===== src/hdl/dq_pkg.sv =====
// Package for the double-ended queue: sizes, command and status codes,
// payload types and the ring-pointer wrap function. No dependencies.
`default_nettype none

package dq_pkg;

   localparam int DEPTH      = 16;
   localparam int DATA_WIDTH = 32;

   // widths fixed by the request and response fields
   localparam int CMD_W   = 3;
   localparam int WORD_W  = 32;
   localparam int IDX_W   = 4;
   localparam int STAT_W  = 2;
   localparam int COUNT_W = 5;

   localparam int ADDR_W = (DEPTH > 1) ? $clog2(DEPTH) : 1;
   localparam int CNT_W  = $clog2(DEPTH + 1);
   localparam int CMP_W  = (IDX_W > CNT_W) ? IDX_W : CNT_W;

   typedef logic [CMD_W-1:0]      cmd_type;
   typedef logic [WORD_W-1:0]     word_type;
   typedef logic [IDX_W-1:0]      idx_type;
   typedef logic [STAT_W-1:0]     stat_type;
   typedef logic [COUNT_W-1:0]    count_type;
   typedef logic [DATA_WIDTH-1:0] data_type;
   typedef logic [ADDR_W-1:0]     addr_type;
   typedef logic [CNT_W-1:0]      cnt_type;
   typedef logic [CMP_W-1:0]      cmp_type;
   typedef logic [CNT_W:0]        sum_type;

   localparam cmd_type CMD_PUSH_FRONT = 3'd0;
   localparam cmd_type CMD_PUSH_BACK  = 3'd1;
   localparam cmd_type CMD_POP_FRONT  = 3'd2;
   localparam cmd_type CMD_POP_BACK   = 3'd3;
   localparam cmd_type CMD_PEEK_FRONT = 3'd4;
   localparam cmd_type CMD_PEEK_BACK  = 3'd5;
   localparam cmd_type CMD_GET        = 3'd6;
   localparam cmd_type CMD_CLEAR      = 3'd7;

   localparam stat_type ST_OK    = 2'd0;
   localparam stat_type ST_EMPTY = 2'd1;
   localparam stat_type ST_FULL  = 2'd2;

   // memory access issued by the controller for one request
   typedef struct packed {
      logic     wr_en;
      logic     rd_en;
      addr_type addr;
   } mem_req_type;

   // response fields known at accept time, carried alongside the read
   typedef struct packed {
      logic      has_data;
      stat_type  status;
      count_type count;
      logic      empty_flag;
   } rsp_meta_type;

   // (base + off) mod DEPTH, with base < DEPTH and off <= DEPTH
   function automatic addr_type wrap_add(input addr_type base, input cnt_type off);
      sum_type s;
      s = sum_type'(base) + sum_type'(off);
      if (s >= sum_type'(DEPTH)) begin
         s = s - sum_type'(DEPTH);
      end
      return addr_type'(s);
   endfunction

endpackage

`default_nettype wire


===== src/hdl/dq_if.sv =====
// Valid/ready channel interfaces for queue requests and responses.
// Depends on dq_pkg for the payload types.
`default_nettype none

interface dq_req_if;
   logic              valid;
   logic              ready;
   dq_pkg::cmd_type   cmd;
   dq_pkg::word_type  data_in;
   dq_pkg::idx_type   index;

   modport source (output valid, cmd, data_in, index, input ready);
   modport sink   (input valid, cmd, data_in, index, output ready);
endinterface

interface dq_rsp_if;
   logic              valid;
   logic              ready;
   dq_pkg::word_type  read_data;
   dq_pkg::stat_type  status;
   dq_pkg::count_type count;
   logic              empty_flag;

   modport source (output valid, read_data, status, count, empty_flag, input ready);
   modport sink   (input valid, read_data, status, count, empty_flag, output ready);
endinterface

`default_nettype wire


===== src/hdl/dq_ram.sv =====
// Single-port synchronous RAM with registered read data.
// Generic; no package dependency.
`default_nettype none

module dq_ram #(
   parameter int DEPTH = 16,
   parameter int WIDTH = 32
) (
   input  wire logic                                  clock,
   input  wire logic                                  wr_en,
   input  wire logic                                  rd_en,
   input  wire logic [((DEPTH > 1) ? $clog2(DEPTH) : 1)-1:0] addr,
   input  wire logic [WIDTH-1:0]                      wr_data,
   output      logic [WIDTH-1:0]                      rd_data
);

   logic [WIDTH-1:0] mem [DEPTH];

   always_ff @(posedge clock) begin
      if (wr_en) begin
         mem[addr] <= wr_data;
      end
      if (rd_en) begin
         rd_data <= mem[addr];
      end
   end

endmodule

`default_nettype wire


===== src/hdl/dq_ctrl.sv =====
// Ring pointer control: front pointer and element count, memory access
// and response fields for each accepted request. Depends on dq_pkg.
`default_nettype none

module dq_ctrl (
   input  wire logic             clock,
   input  wire logic             reset,
   input  wire logic             accept,
   input  wire dq_pkg::cmd_type  cmd,
   input  wire dq_pkg::idx_type  index,
   output dq_pkg::mem_req_type   mem_req,
   output dq_pkg::rsp_meta_type  meta
);

   dq_pkg::addr_type front_ff, front_in;
   dq_pkg::cnt_type  count_ff, count_in;
   dq_pkg::stat_type status;
   logic             full, empty;

   assign full  = (count_ff == dq_pkg::cnt_type'(dq_pkg::DEPTH));
   assign empty = (count_ff == '0);

   always_comb begin
      front_in       = front_ff;
      count_in       = count_ff;
      status         = dq_pkg::ST_OK;
      mem_req.wr_en  = 1'b0;
      mem_req.rd_en  = 1'b0;
      mem_req.addr   = front_ff;
      case (cmd)
         dq_pkg::CMD_PUSH_FRONT: begin
            if (full) begin
               status = dq_pkg::ST_FULL;
            end else begin
               // step the front back one slot and store there
               mem_req.addr  = (front_ff == '0) ?
                               dq_pkg::addr_type'(dq_pkg::DEPTH - 1) :
                               front_ff - dq_pkg::addr_type'(1);
               mem_req.wr_en = 1'b1;
               front_in      = mem_req.addr;
               count_in      = count_ff + dq_pkg::cnt_type'(1);
            end
         end
         dq_pkg::CMD_PUSH_BACK: begin
            if (full) begin
               status = dq_pkg::ST_FULL;
            end else begin
               mem_req.addr  = dq_pkg::wrap_add(front_ff, count_ff);
               mem_req.wr_en = 1'b1;
               count_in      = count_ff + dq_pkg::cnt_type'(1);
            end
         end
         dq_pkg::CMD_POP_FRONT, dq_pkg::CMD_PEEK_FRONT: begin
            if (empty) begin
               status = dq_pkg::ST_EMPTY;
            end else begin
               mem_req.rd_en = 1'b1;
               if (cmd == dq_pkg::CMD_POP_FRONT) begin
                  front_in = dq_pkg::wrap_add(front_ff, dq_pkg::cnt_type'(1));
                  count_in = count_ff - dq_pkg::cnt_type'(1);
               end
            end
         end
         dq_pkg::CMD_POP_BACK, dq_pkg::CMD_PEEK_BACK: begin
            if (empty) begin
               status = dq_pkg::ST_EMPTY;
            end else begin
               mem_req.addr  = dq_pkg::wrap_add(front_ff, count_ff - dq_pkg::cnt_type'(1));
               mem_req.rd_en = 1'b1;
               if (cmd == dq_pkg::CMD_POP_BACK) begin
                  count_in = count_ff - dq_pkg::cnt_type'(1);
               end
            end
         end
         dq_pkg::CMD_GET: begin
            if (dq_pkg::cmp_type'(index) >= dq_pkg::cmp_type'(count_ff)) begin
               status = dq_pkg::ST_EMPTY;
            end else begin
               // index is below the count here, so it fits the count width
               mem_req.addr  = dq_pkg::wrap_add(front_ff, dq_pkg::cnt_type'(index));
               mem_req.rd_en = 1'b1;
            end
         end
         default: begin
            front_in = '0;
            count_in = '0;
         end
      endcase
      // no access unless the request is actually taken
      mem_req.wr_en = mem_req.wr_en & accept;
      mem_req.rd_en = mem_req.rd_en & accept;
   end

   assign meta.has_data   = mem_req.rd_en;
   assign meta.status     = status;
   assign meta.count      = dq_pkg::count_type'(count_in);
   assign meta.empty_flag = (count_in == '0);

   always_ff @(posedge clock) begin
      if (reset) begin
         front_ff <= '0;
         count_ff <= '0;
      end else if (accept) begin
         front_ff <= front_in;
         count_ff <= count_in;
      end
   end

endmodule

`default_nettype wire


===== src/hdl/double_ended_queue.sv =====
// Bounded double-ended queue of data words on a circular buffer.
//
// Requests arrive on req_ch (cmd, data_in, index) and each produces exactly
// one response on rsp_ch (read_data, status, count, empty_flag), in order.
// Both channels use valid/ready; a transfer happens on a clock edge with
// both high.
//
// The RAM read and the middle stage register at the accept edge, and the output
// register takes them when the middle stage advances, which waits while the
// receiver stalls a response still held there.
// Throughput: one request per cycle unless the receiver stalls, set by the single
// RAM port that each request uses at most once. A write at one accept edge is
// seen by a read at any later edge, so back-to-back requests need no forwarding.
//
// Reset clears the front pointer, the element count and both valid flags;
// RAM contents are left as they are and are only read once written.
// When the receiver stalls, the response holds in the output register, the
// pending read holds in the middle stage, and req_ch.ready drops while the
// middle stage holds a request that cannot move into the output register.
// Depends on dq_pkg, dq_if, dq_ram and dq_ctrl.
`default_nettype none

module double_ended_queue (
   input  wire logic clock,
   input  wire logic reset,
   dq_req_if.sink    req_ch,
   dq_rsp_if.source  rsp_ch
);

   dq_pkg::mem_req_type  mem_req;
   dq_pkg::rsp_meta_type meta;
   dq_pkg::rsp_meta_type mid_meta_ff;
   dq_pkg::data_type     ram_q;
   logic                 accept;
   logic                 mid_valid_ff, mid_valid_in;
   logic                 mid_advance;
   logic                 rsp_valid_ff, rsp_valid_in;
   dq_pkg::word_type     rsp_data_ff;
   dq_pkg::stat_type     rsp_status_ff;
   dq_pkg::count_type    rsp_count_ff;
   logic                 rsp_empty_ff;

   assign mid_advance  = mid_valid_ff && (!rsp_valid_ff || rsp_ch.ready);
   assign req_ch.ready = !mid_valid_ff || mid_advance;
   assign accept       = req_ch.valid && req_ch.ready;

   dq_ctrl u_ctrl (
      .clock   (clock),
      .reset   (reset),
      .accept  (accept),
      .cmd     (req_ch.cmd),
      .index   (req_ch.index),
      .mem_req (mem_req),
      .meta    (meta)
   );

   dq_ram #(
      .DEPTH (dq_pkg::DEPTH),
      .WIDTH (dq_pkg::DATA_WIDTH)
   ) u_ram (
      .clock   (clock),
      .wr_en   (mem_req.wr_en),
      .rd_en   (mem_req.rd_en),
      .addr    (mem_req.addr),
      .wr_data (dq_pkg::data_type'(req_ch.data_in)),
      .rd_data (ram_q)
   );

   assign mid_valid_in = accept || (mid_valid_ff && !mid_advance);
   assign rsp_valid_in = mid_advance || (rsp_valid_ff && !rsp_ch.ready);

   always_ff @(posedge clock) begin
      if (reset) begin
         mid_valid_ff <= 1'b0;
         rsp_valid_ff <= 1'b0;
      end else begin
         mid_valid_ff <= mid_valid_in;
         rsp_valid_ff <= rsp_valid_in;
      end
   end

   always_ff @(posedge clock) begin
      if (accept) begin
         mid_meta_ff <= meta;
      end
      if (mid_advance) begin
         rsp_data_ff   <= mid_meta_ff.has_data ? dq_pkg::word_type'(ram_q) : '0;
         rsp_status_ff <= mid_meta_ff.status;
         rsp_count_ff  <= mid_meta_ff.count;
         rsp_empty_ff  <= mid_meta_ff.empty_flag;
      end
   end

   assign rsp_ch.valid      = rsp_valid_ff;
   assign rsp_ch.read_data  = rsp_data_ff;
   assign rsp_ch.status     = rsp_status_ff;
   assign rsp_ch.count      = rsp_count_ff;
   assign rsp_ch.empty_flag = rsp_empty_ff;

endmodule

`default_nettype wire


===== src/flat_wrapper.sv =====
// flat-port wrapper written by rule: the top's interface ports become plain ports
module double_ended_queue_flat 
  (clock, reset, req_ch_valid, req_ch_cmd, req_ch_data_in, req_ch_index, req_ch_ready, rsp_ch_valid, rsp_ch_read_data, rsp_ch_status, rsp_ch_count, rsp_ch_empty_flag, rsp_ch_ready);
  dq_req_if req_ch_i ();
  dq_rsp_if rsp_ch_i ();
  input  wire logic clock;
  input  wire logic reset;
  input wire logic [$bits(req_ch_i.valid)-1:0] req_ch_valid;
  input wire logic [$bits(req_ch_i.cmd)-1:0] req_ch_cmd;
  input wire logic [$bits(req_ch_i.data_in)-1:0] req_ch_data_in;
  input wire logic [$bits(req_ch_i.index)-1:0] req_ch_index;
  output wire logic [$bits(req_ch_i.ready)-1:0] req_ch_ready;
  output wire logic [$bits(rsp_ch_i.valid)-1:0] rsp_ch_valid;
  output wire logic [$bits(rsp_ch_i.read_data)-1:0] rsp_ch_read_data;
  output wire logic [$bits(rsp_ch_i.status)-1:0] rsp_ch_status;
  output wire logic [$bits(rsp_ch_i.count)-1:0] rsp_ch_count;
  output wire logic [$bits(rsp_ch_i.empty_flag)-1:0] rsp_ch_empty_flag;
  input wire logic [$bits(rsp_ch_i.ready)-1:0] rsp_ch_ready;
  assign req_ch_i.valid = req_ch_valid;
  assign req_ch_i.cmd = req_ch_cmd;
  assign req_ch_i.data_in = req_ch_data_in;
  assign req_ch_i.index = req_ch_index;
  assign req_ch_ready = req_ch_i.ready;
  assign rsp_ch_valid = rsp_ch_i.valid;
  assign rsp_ch_read_data = rsp_ch_i.read_data;
  assign rsp_ch_status = rsp_ch_i.status;
  assign rsp_ch_count = rsp_ch_i.count;
  assign rsp_ch_empty_flag = rsp_ch_i.empty_flag;
  assign rsp_ch_i.ready = rsp_ch_ready;
  double_ended_queue u_core (.clock(clock), .reset(reset), .req_ch(req_ch_i), .rsp_ch(rsp_ch_i));
endmodule

===== config.mk =====
export PLATFORM = sky130hd
export DESIGN_NAME = double_ended_queue_flat
export DESIGN_NICKNAME = d
export VERILOG_FILES = /design/src/hdl/dq_pkg.sv /design/src/hdl/dq_if.sv /design/src/hdl/dq_ram.sv /design/src/hdl/dq_ctrl.sv /design/src/hdl/double_ended_queue.sv /design/src/flat_wrapper.sv
export SDC_FILE = /design/constraint.sdc
export NUM_CORES = 1
export LEC_CHECK = 0
export ABC_AREA = 0
export BUFFER_PORTS_ARGS = -buffer_cell sky130_fd_sc_hd__buf_4
export CAP_MARGIN = 10
export CORE_ASPECT_RATIO = 0.6
export CORE_MARGIN = 5
export CORE_UTILIZATION = 50
export CTS_CLUSTER_SIZE = 8
export DETAILED_ROUTE_END_ITERATION = 8
export PLACE_DENSITY_LB_ADDON = 0.12
export SLEW_MARGIN = 20
export SYNTH_ARGS = -nofsm -noshare
export SYNTH_HDL_FRONTEND = slang
export SYNTH_HIERARCHICAL = 1
export SYNTH_SLANG_ARGS = --single-unit

===== constraint.sdc =====
create_clock -name clock -period 12.3 [get_ports clock]
set_clock_uncertainty 0.1 [all_clocks]
set_input_delay 1.845 -clock clock [delete_from_list [all_inputs] [get_ports clock]]
set_output_delay 1.845 -clock clock [all_outputs]
set_load 0.005 [all_outputs]

==> out/results.ini, run 1 <==
[finish]
finalInstanceArea_mm2 = 0.0276
fillers = 3373
final_nets = 1361
area_delta_synth_final_pct = 16.5
diodes = 0
post_route_cells_drive_above_1_share_pct = 30.6
fin_util_pct = 59.2
fin_cells = 1948

[drt]
viasPerCell = 6.06
drt.antenna.violating_nets = 0
wl_met2_mm = 23.2
drt-initial-drc-count = 1180
route.top_layer_used = met4
wl_met3_mm = 3.65
wirelength_mm = 52.9
num_vias = 11800
dr.pass1.iters = 5
wl_met1_mm = 25.4
avgRoutedWirePerCell_um = 27.2
drcViolationCount = 0

[clock_tree]
cts_sinks = 604
clkTransAtPathRegs_ns = 0.05
ctsResizeCount = 0
h-tree-depth = 3
cts_setup_buffers = 0
cts_tree = yes
cts_buffers = 85
cts_root_buf = clkbuf_16
cts-hold-fix-buffers = 0
clockBufferDepth = 3
clk_latency_ns = 0.59

[yosys]
synth_largest_area_cell = edfxtp_1
synth.cells.most_frequent = edfxtp_1 (593), mux4_2 (128), a22oi_1 (65)
avgSynthCellArea_um2 = 20.5
yosysUniqueCellTypes = 74
synth_edf_count = 593
synth_nets = 1222
seq_area_frac_synth_pct = 76.0
yosys_most_used_dff = edfxtp_1
synth_most_common_cell = edfxtp_1
syn_area_mm2 = 0.0237
async_flop_share_pct = 0
ys_warn_count = 6
synth_cells = 1159
synth.top_cell.area_share_pct = 75.1
synth_area_leaders = edfxtp_1 (75%), mux4_2 (12%), a22oi_1 (2.1%)
ys_seq_elements = 604

[sta]
fmax_mhz = 171
period_needed_ns = 5.86
holdWs_ns = 0.311
setup_slack_ns = 6.44
worst_pin_slew_ns = 1.04
rsz0062_at_grt = no
slew_violations = 0
period_share_pct = 47.6
hold_viol = 0
slew_headroom_pct = 30.6
fin_setup_tns_ns = 0
setup_viol = 0

[floorplan]
num_rows = 61
die_w_um = 291
initial_utilization_pct = 50.9
core_area_mm2 = 0.0466
die-area_mm2 = 0.0520
dieHeight_um = 179
io_pins = 85

[worst_setup_path]
cp.required_ns = 12.53
cp-end-kind = flip-flop
worstSetupStartpointType = input pin
crit_arrival_ns = 6.08
path_class = input pin to flip-flop
critPathMaxFanout = 91

[global_routing]
grt_pass1_wl_mm = 78.7
grt_pass1_vias = 11900
grt_overflow = 0
grt_max_degree = 136
gr-usage-all-layers_pct = 20.5
antenna_found_initial = 0

[placed_design]
dpl-instance-area_mm2 = 0.0253
preCtsSetupSlack_ns = 5.76
gp_congestion = 0.912
dpl.hpwl_mm = 30.0
portBuffers = 84
dpl.cell_count = 1841

[power]
cellPowerDensity_mw_per_mm2 = 176
power_mw = 4.87
power.leakage_nw = 9.03
vdd.ir_drop.worst_uv = 149

[min_path]
hold_class = flip-flop to flip-flop

[run_status]
status = finished, final reports clean

[run]
max-cap-violations = 0

critical path, stage by stage:
cell and delay [ns]:
buf_4 0.12, ha_1 0.27, nor3_1 0.05, or3_1 0.37, o21ai_1 0.50, a21oi_1 0.13
o211ai_1 0.30, buf_12 0.57, buf_4 0.85, mux4_2 0.59, a22oi_1 0.28, nand2_1 0.08
cell usage in the layout, fill, tap and decap left out, types with 4 or more instances in the layout:
master	instances
inv_1	21
buf_4	106
a21oi_1	16
nand2b_1	12
a211oi_1	5
and2_2	34
a21o_1	5
buf_16	6
ha_1	17
clkbuf_1	15
clkbuf_16	88
nand3_1	5
edfxtp_1	593
nor3_2	4
o21ai_0	13
mux4_2	128
and3_1	4
a22oi_1	65
dfxtp_1	11
nor3_1	7
nand2_1	46
nor2_4	13
nor2_1	15
state kept, by name (all words and copies together) (netlist names):
signal and cells:
u_core/mid_valid_ff 1, u_core/mid_meta_ff 9, u_core/rsp_ch.read_data 32, u_core/u_ram/mem 512, u_core/rsp_ch.status 2, u_core/u_ctrl/front_ff 4
u_core/rsp_ch.valid 1, u_core/rsp_ch.count 5, u_core/rsp_ch.empty_flag 1, u_core/u_ram/rd_data 32, u_core/u_ctrl/count_ff 5
logic make-up (layout without fill, tap and decap cells):
family                   after synthesis  count (layout)  share of synthesized area, %
AND/OR/NAND/NOR                      173             173                          4.27
adder cells (fa/ha/maj)               21              21                          1.19
XOR/XNOR                               5               5                         0.185
buffers and inverters                 83             242                          1.76
flip-flops                           604             604                          76.0
multiplexers                         131             131                          12.3
AO/OA/AOI/OAI                        142             142                          4.33
layout make-up:
class                           count  area (µm²)  share of cell area [%]
Clock buffer                      103        2260                    8.17
Clock inverter                      4        50.0                   0.181
Inverter                           21        78.8                   0.285
Multi-Input combinational cell    472        5430                    19.6
Sequential cell                   604       18000                    65.2
Tap cell                          630         788                    2.85
Timing Repair Buffer              114        1000                    3.62
per-layer routing:
layer / global-route usage, % / vias to the layer above
met3: 4.73 / 56
li1: - / 5040
met1: 32.5 / 6306
met5: 0 / -
met2: 29.6 / 397
met4: 4.38 / 0
report_power, final:
group / switching [mW] / internal, mW
combinational: 0.279 / 0.210
clock: 0.782 / 1.27
sequential: 0.0147 / 2.32
final timing paths:
path	from	to	slack, ns	cells after the start
worst max register to register	u_core/u_ctrl/count_ff[2]	u_core/u_ram/rd_data[9]	6.68	12
worst min-delay path	u_core/mid_meta_ff[5]	u_core/rsp_ch.count[4]	0.31	0
worst max-delay path	req_ch_index[2]	u_core/u_ram/rd_data[9]	6.44	12
worst min register to register	u_core/mid_meta_ff[5]	u_core/rsp_ch.count[4]	0.31	0
(Power assumes the default switching activity.)
==> inputs of run 2 (changes only) <==
- clock period: 12.3 -> 5.48 ns (I/O delays scaled with it)
==> out/results.ini, run 2 (synthesis gave the netlist of run 1 again) <==
[run_status]
status = finished, final reports clean

[finish]
largest_reg_flops = 512
final_cell_mix = edfxtp_1 (593), mux4_2 (128), buf_4 (125), clkbuf_16 (87), a22oi_1 (65)
top_register = u_core/u_ram/mem
regArea_mm2 = 0.0180
post_route_cells_drive_above_1_share_pct = 31.6
multi_input_area_mm2 = 0.00545
fillers = 3348
fin_cells = 1964
area_delta_synth_final_pct = 16.8
layout_commonest_cell = edfxtp_1
final_nets = 1379
diodes = 0

[worst_setup_path]
worstSetupStartpointType = flip-flop
critPathMaxFanout = 15
cp.required_ns = 5.67
cp-end-kind = flip-flop
crit_arrival_ns = 5.09
path_class = flip-flop to flip-flop

[clock_tree]
cts-hold-fix-buffers = 0
cts_buffers = 85
cts_tree = yes
h-tree-depth = 3
cts_root_buf = clkbuf_16
clockBufferDepth = 3
ctsResizeCount = 0
cts_sinks = 604
cts_setup_buffers = 0
clk_latency_ns = 0.61
clkTransAtPathRegs_ns = 0.06

[placed_design]
dpl.cell_count = 1859
preCtsSetupSlack_ns = 0.639
gp_congestion = 0.866
dpl.hpwl_mm = 30.4
portBuffers = 84

[sta]
hold_viol = 0
fmax_mhz = 204
period_needed_ns = 4.89
setup_slack_ns = 0.587
worst_pin_slew_ns = 1.09
rsz0062_at_grt = no
fin_setup_tns_ns = 0
period_share_pct = 89.3
setup_viol = 0
slew_violations = 0
slew_headroom_pct = 26.9

[global_routing]
grt_max_degree = 76
grt_pass1_wl_mm = 79.1
grtUsageMet1_pct = 32.7
grt_pass1_vias = 12000
antenna_found_initial = 0
grt-busiest-layer = met1
gr-usage-all-layers_pct = 20.6
use_met2_pct = 29.4
use_met3_pct = 5.22
grt_overflow = 0

[drt]
wirelength_mm = 52.6
drt-initial-drc-count = 1067
num_vias = 11900
dr.pass1.iters = 6
viasPerCell = 6.03
drcViolationCount = 0
drt.antenna.violating_nets = 0
avgRoutedWirePerCell_um = 26.8

[power]
cellPowerDensity_mw_per_mm2 = 395
power.leakage_nw = 9.09
vdd.ir_drop.worst_uv = 337
power_mw = 11.0

[min_path]
hold_class = flip-flop to flip-flop

[floorplan]
dieHeight_um = 179
die_w_um = 291
num_rows = 61
initial_utilization_pct = 50.9
die-area_mm2 = 0.0520
io_pins = 85
core_area_mm2 = 0.0466

[run]
max-cap-violations = 0

-- run 2: cell types whose count changed in the layout (fill, tap and decap cells not counted), sizes merged --
| cell | change |
|---|---|
| clkbuf | -3 |
| inv | +2 |
| clkinv | -2 |
| bufinv | +1 |
| buf | +18 |
-- run 2: path summary, 6_finish.rpt --
kind | slack (ns) | startpoint | endpoint | cells past startpoint
setup / recovery | 0.59 | u_core/u_ctrl/count_ff[0] | u_core/u_ram/mem[9][25] | 13
hold / removal | 0.32 | u_core/mid_meta_ff[0] | u_core/rsp_ch.empty_flag | 0
setup reg to reg | 0.59 | u_core/u_ctrl/count_ff[0] | u_core/u_ram/mem[9][25] | 13
hold reg to reg | 0.32 | u_core/mid_meta_ff[0] | u_core/rsp_ch.empty_flag | 0
-- run 2: cell type report --
type / instances / share of cell area [%]
flip-flops and latches: 604 / 65.0
clock inverters: 5 / 0.275
clock buffers: 100 / 8.03
inverters: 21 / 0.284
repair buffers: 132 / 3.89
multi-input cells: 472 / 19.6
well taps: 630 / 2.84
-- run 2: where the power goes --
part           leakage, nW  internal (mW)  switching [mW]
combinational         2.50          0.483           0.609
clock                 1.12           2.86            1.77
sequential            5.47           5.21          0.0372
-- run 2: per-stage QoR --
stage | util (%) | hold slack, ns | area (µm²)
after floorplan | - | 0.300 | 23700
after global routing | 59.4 | 0.342 | 27700
after global placement | 54.5 | 0.309 | 25400
final | 59.4 | 0.323 | 27700
after CTS | 59.4 | 0.325 | 27700
after detailed placement | 54.5 | 0.310 | 25400
-- run 2: per-layer routing --
metal / vias to the layer above / wire [µm]
li1: 5088 / -
met1: 6268 / 24800
met3: 69 / 4020
met5: - / 0
met2: 427 / 23100
met4: 0 / 698
-- run 2: worst max-delay path, cell delays in order, from the launching register on --
cell	delay, ns
dfxtp_1	0.62
inv_1	0.20
ha_1	0.31
and2b_2	0.22
nand2b_1	0.15
ha_1	0.32
and3_1	0.21
o22ai_1	0.17
or3b_1	0.39
a211o_1	0.32
o211ai_2	0.18
nand3b_1	0.44
nor2_4	0.61
buf_4	0.34
==> inputs of run 3 (changes only) <==
--- a/config.mk
+++ b/config.mk
@@ -8,5 +8,4 @@
 export ABC_AREA = 0
 export BUFFER_PORTS_ARGS = -buffer_cell sky130_fd_sc_hd__buf_4
-export CAP_MARGIN = 10
 export CORE_ASPECT_RATIO = 0.6
 export CORE_MARGIN = 5
@@ -14,4 +13,5 @@
 export CTS_CLUSTER_SIZE = 8
 export DETAILED_ROUTE_END_ITERATION = 8
+export HOLD_SLACK_MARGIN = 0.02
 export PLACE_DENSITY_LB_ADDON = 0.12
 export SLEW_MARGIN = 20
==> constraint.sdc (replaced) <==
create_clock -name clock -period 5.48 [get_ports clock]
set_clock_uncertainty 0.1 [all_clocks]
set_input_delay 0.548 -clock clock [delete_from_list [all_inputs] [get_ports clock]]
set_output_delay 0.548 -clock clock [all_outputs]
set_load 0.005 [all_outputs]
==> out/results.ini, run 3 (synthesis gave the netlist of run 1 again) <==
[run_status]
status = finished, final reports clean

[global_routing]
antenna_found_initial = 1
grt_overflow = 0
gr-usage-all-layers_pct = 20.6
grt_max_degree = 79
grt_pass1_vias = 12000
grt_pass1_wl_mm = 79.2

[sta]
hold_viol = 0
fmax_mhz = 212
setup_viol = 0
period_needed_ns = 4.71
worst_pin_slew_ns = 0.850
period_share_pct = 86.0
rsz0062_at_grt = no
slew_violations = 0
fin_setup_tns_ns = 0
slew_headroom_pct = 43.2

[worst_setup_path]
cp-end-kind = flip-flop
critPathMaxFanout = 32
slowest_stage = dfxtp_1
path_class = flip-flop to flip-flop
cp.required_ns = 5.59
worstSetupStartpointType = flip-flop
crit_chain = inv_1 > ha_1 > and2b_2 > nand2b_1 > ha_1 > and3_1 > o22ai_1 > or3b_1 > a211o_1 > o211ai_2 > nand3b_1 > nor2_4 > buf_4
cpMostUsedCell = ha_1
max_stage_delay_ns = 0.56
crit_arrival_ns = 4.83
r2r_slack_ns = 0.77

[min_path]
hold_class = input pin to flip-flop

[power]
power_switching_share_pct = 22.1
power.leakage_nw = 9.11
p_comb_share_pct = 10.1
seqPwrFrac_pct = 47.9
p_switching_mw = 2.42
cellPowerDensity_mw_per_mm2 = 394
vdd.ir_drop.worst_uv = 351
p_int_mw = 8.53
p_clk_share_pct = 42.0

[clock_tree]
ctsResizeCount = 0
cts_root_buf = clkbuf_16
clk_latency_ns = 0.59
clkTransAtPathRegs_ns = 0.05
cts_buffers = 85
cts-hold-fix-buffers = 0
clockBufferDepth = 3
cts_tree = yes
cts_sinks = 604
h-tree-depth = 3
cts_setup_buffers = 0

[finish]
fin_util_pct = 59.5
final_cell_mix = edfxtp_1 (593), mux4_2 (128), buf_4 (125), clkbuf_16 (87), a22oi_1 (65)
largest_reg_flops = 512
finalInstanceArea_mm2 = 0.0278
final_nets = 1382
area_delta_synth_final_pct = 17.0
top_register = u_core/u_ram/mem
fillers = 3339
post_route_cells_drive_above_1_share_pct = 31.8
diodes = 0
layout_commonest_cell = edfxtp_1

[floorplan]
num_rows = 61
initial_utilization_pct = 50.9
io_pins = 85
die_w_um = 291
die-area_mm2 = 0.0520
core_area_mm2 = 0.0466
dieHeight_um = 179

[drt]
drt-initial-drc-count = 1250
drt.antenna.violating_nets = 0
wirelength_mm = 52.9
num_vias = 11800
avgRoutedWirePerCell_um = 27.0
dr.pass1.iters = 5
drcViolationCount = 0
viasPerCell = 6.04

[placed_design]
dpl.hpwl_mm = 31.3
portBuffers = 84
gp_congestion = 0.842
dpl-instance-area_mm2 = 0.0255

[run]
max-cap-violations = 0

run 3: cell types whose count changed in the layout (fill, tap and decap cells not counted), sizes merged:
cell    previous run  this run
clkbuf           100        93
buf              132       135
clkinv             0         2
inv               25        22
run 3: final cells by class:
class / count / area, µm² / area share (%)
flip-flops and latches: 604 / 18000 / 64.9
clock inverters: 4 / 82.6 / 0.297
clock buffers: 93 / 2200 / 7.92
repair buffers: 135 / 1140 / 4.10
inverters: 21 / 78.8 / 0.284
multi-input cells: 472 / 5450 / 19.6
well taps: 630 / 788 / 2.84
run 3: power by group through the flow:
| stage | Combinational [mW] | Sequential (mW) | Clock [mW] |
|---|---|---|---|
| floorplan | 0.733 | 5.32 | 0 |
| global placement | 1.11 | 5.32 | 0 |
| detailed placement | 1.12 | 5.32 | 0 |
| CTS | 1.12 | 5.24 | 4.71 |
| global route | 1.20 | 5.24 | 4.92 |
| finish | 1.11 | 5.24 | 4.60 |
run 3: worst paths after layout:
kind / startpoint / depth (start not counted) / end
worst max-delay path: u_core/u_ctrl/count_ff[1] / 13 / u_core/u_ram/mem[9][11]
worst min-delay path: req_ch_valid / 3 / u_core/mid_valid_ff
worst max register to register: u_core/u_ctrl/count_ff[1] / 13 / u_core/u_ram/mem[9][11]
worst min register to register: u_core/mid_meta_ff[0] / 0 / u_core/rsp_ch.empty_flag
run 3: worst max-delay path, delay by kind of cell (launching register included):
kind	cells	cell delay (ns)
and+or+nand+nor	6	1.64
AOI/OAI and AO/OA	3	0.66
buffers and inverters	2	0.73
adders and majority gates	2	0.62
DFF	1	0.56
run 3: metal layers:
layer	up-vias	track usage (%)	share of wire (%)
li1	5080	-	-
met1	6239	32.8	48
met2	429	29.2	43
met3	82	4.11	6.4
met4	0	5.60	2.2
met5	-	0	0
run 3: stage by stage:
stage	instances	setup slack, ns	total power, mW	hold slack [ns]
floorplan	1159	0.0370	6.05	0.300
global route	1959	0.509	11.4	0.0879
detailed placement	1862	0.815	6.44	0.306
CTS	1959	0.769	11.1	0.0798
global placement	1862	0.894	6.44	0.302
finish	1959	0.766	10.9	0.105
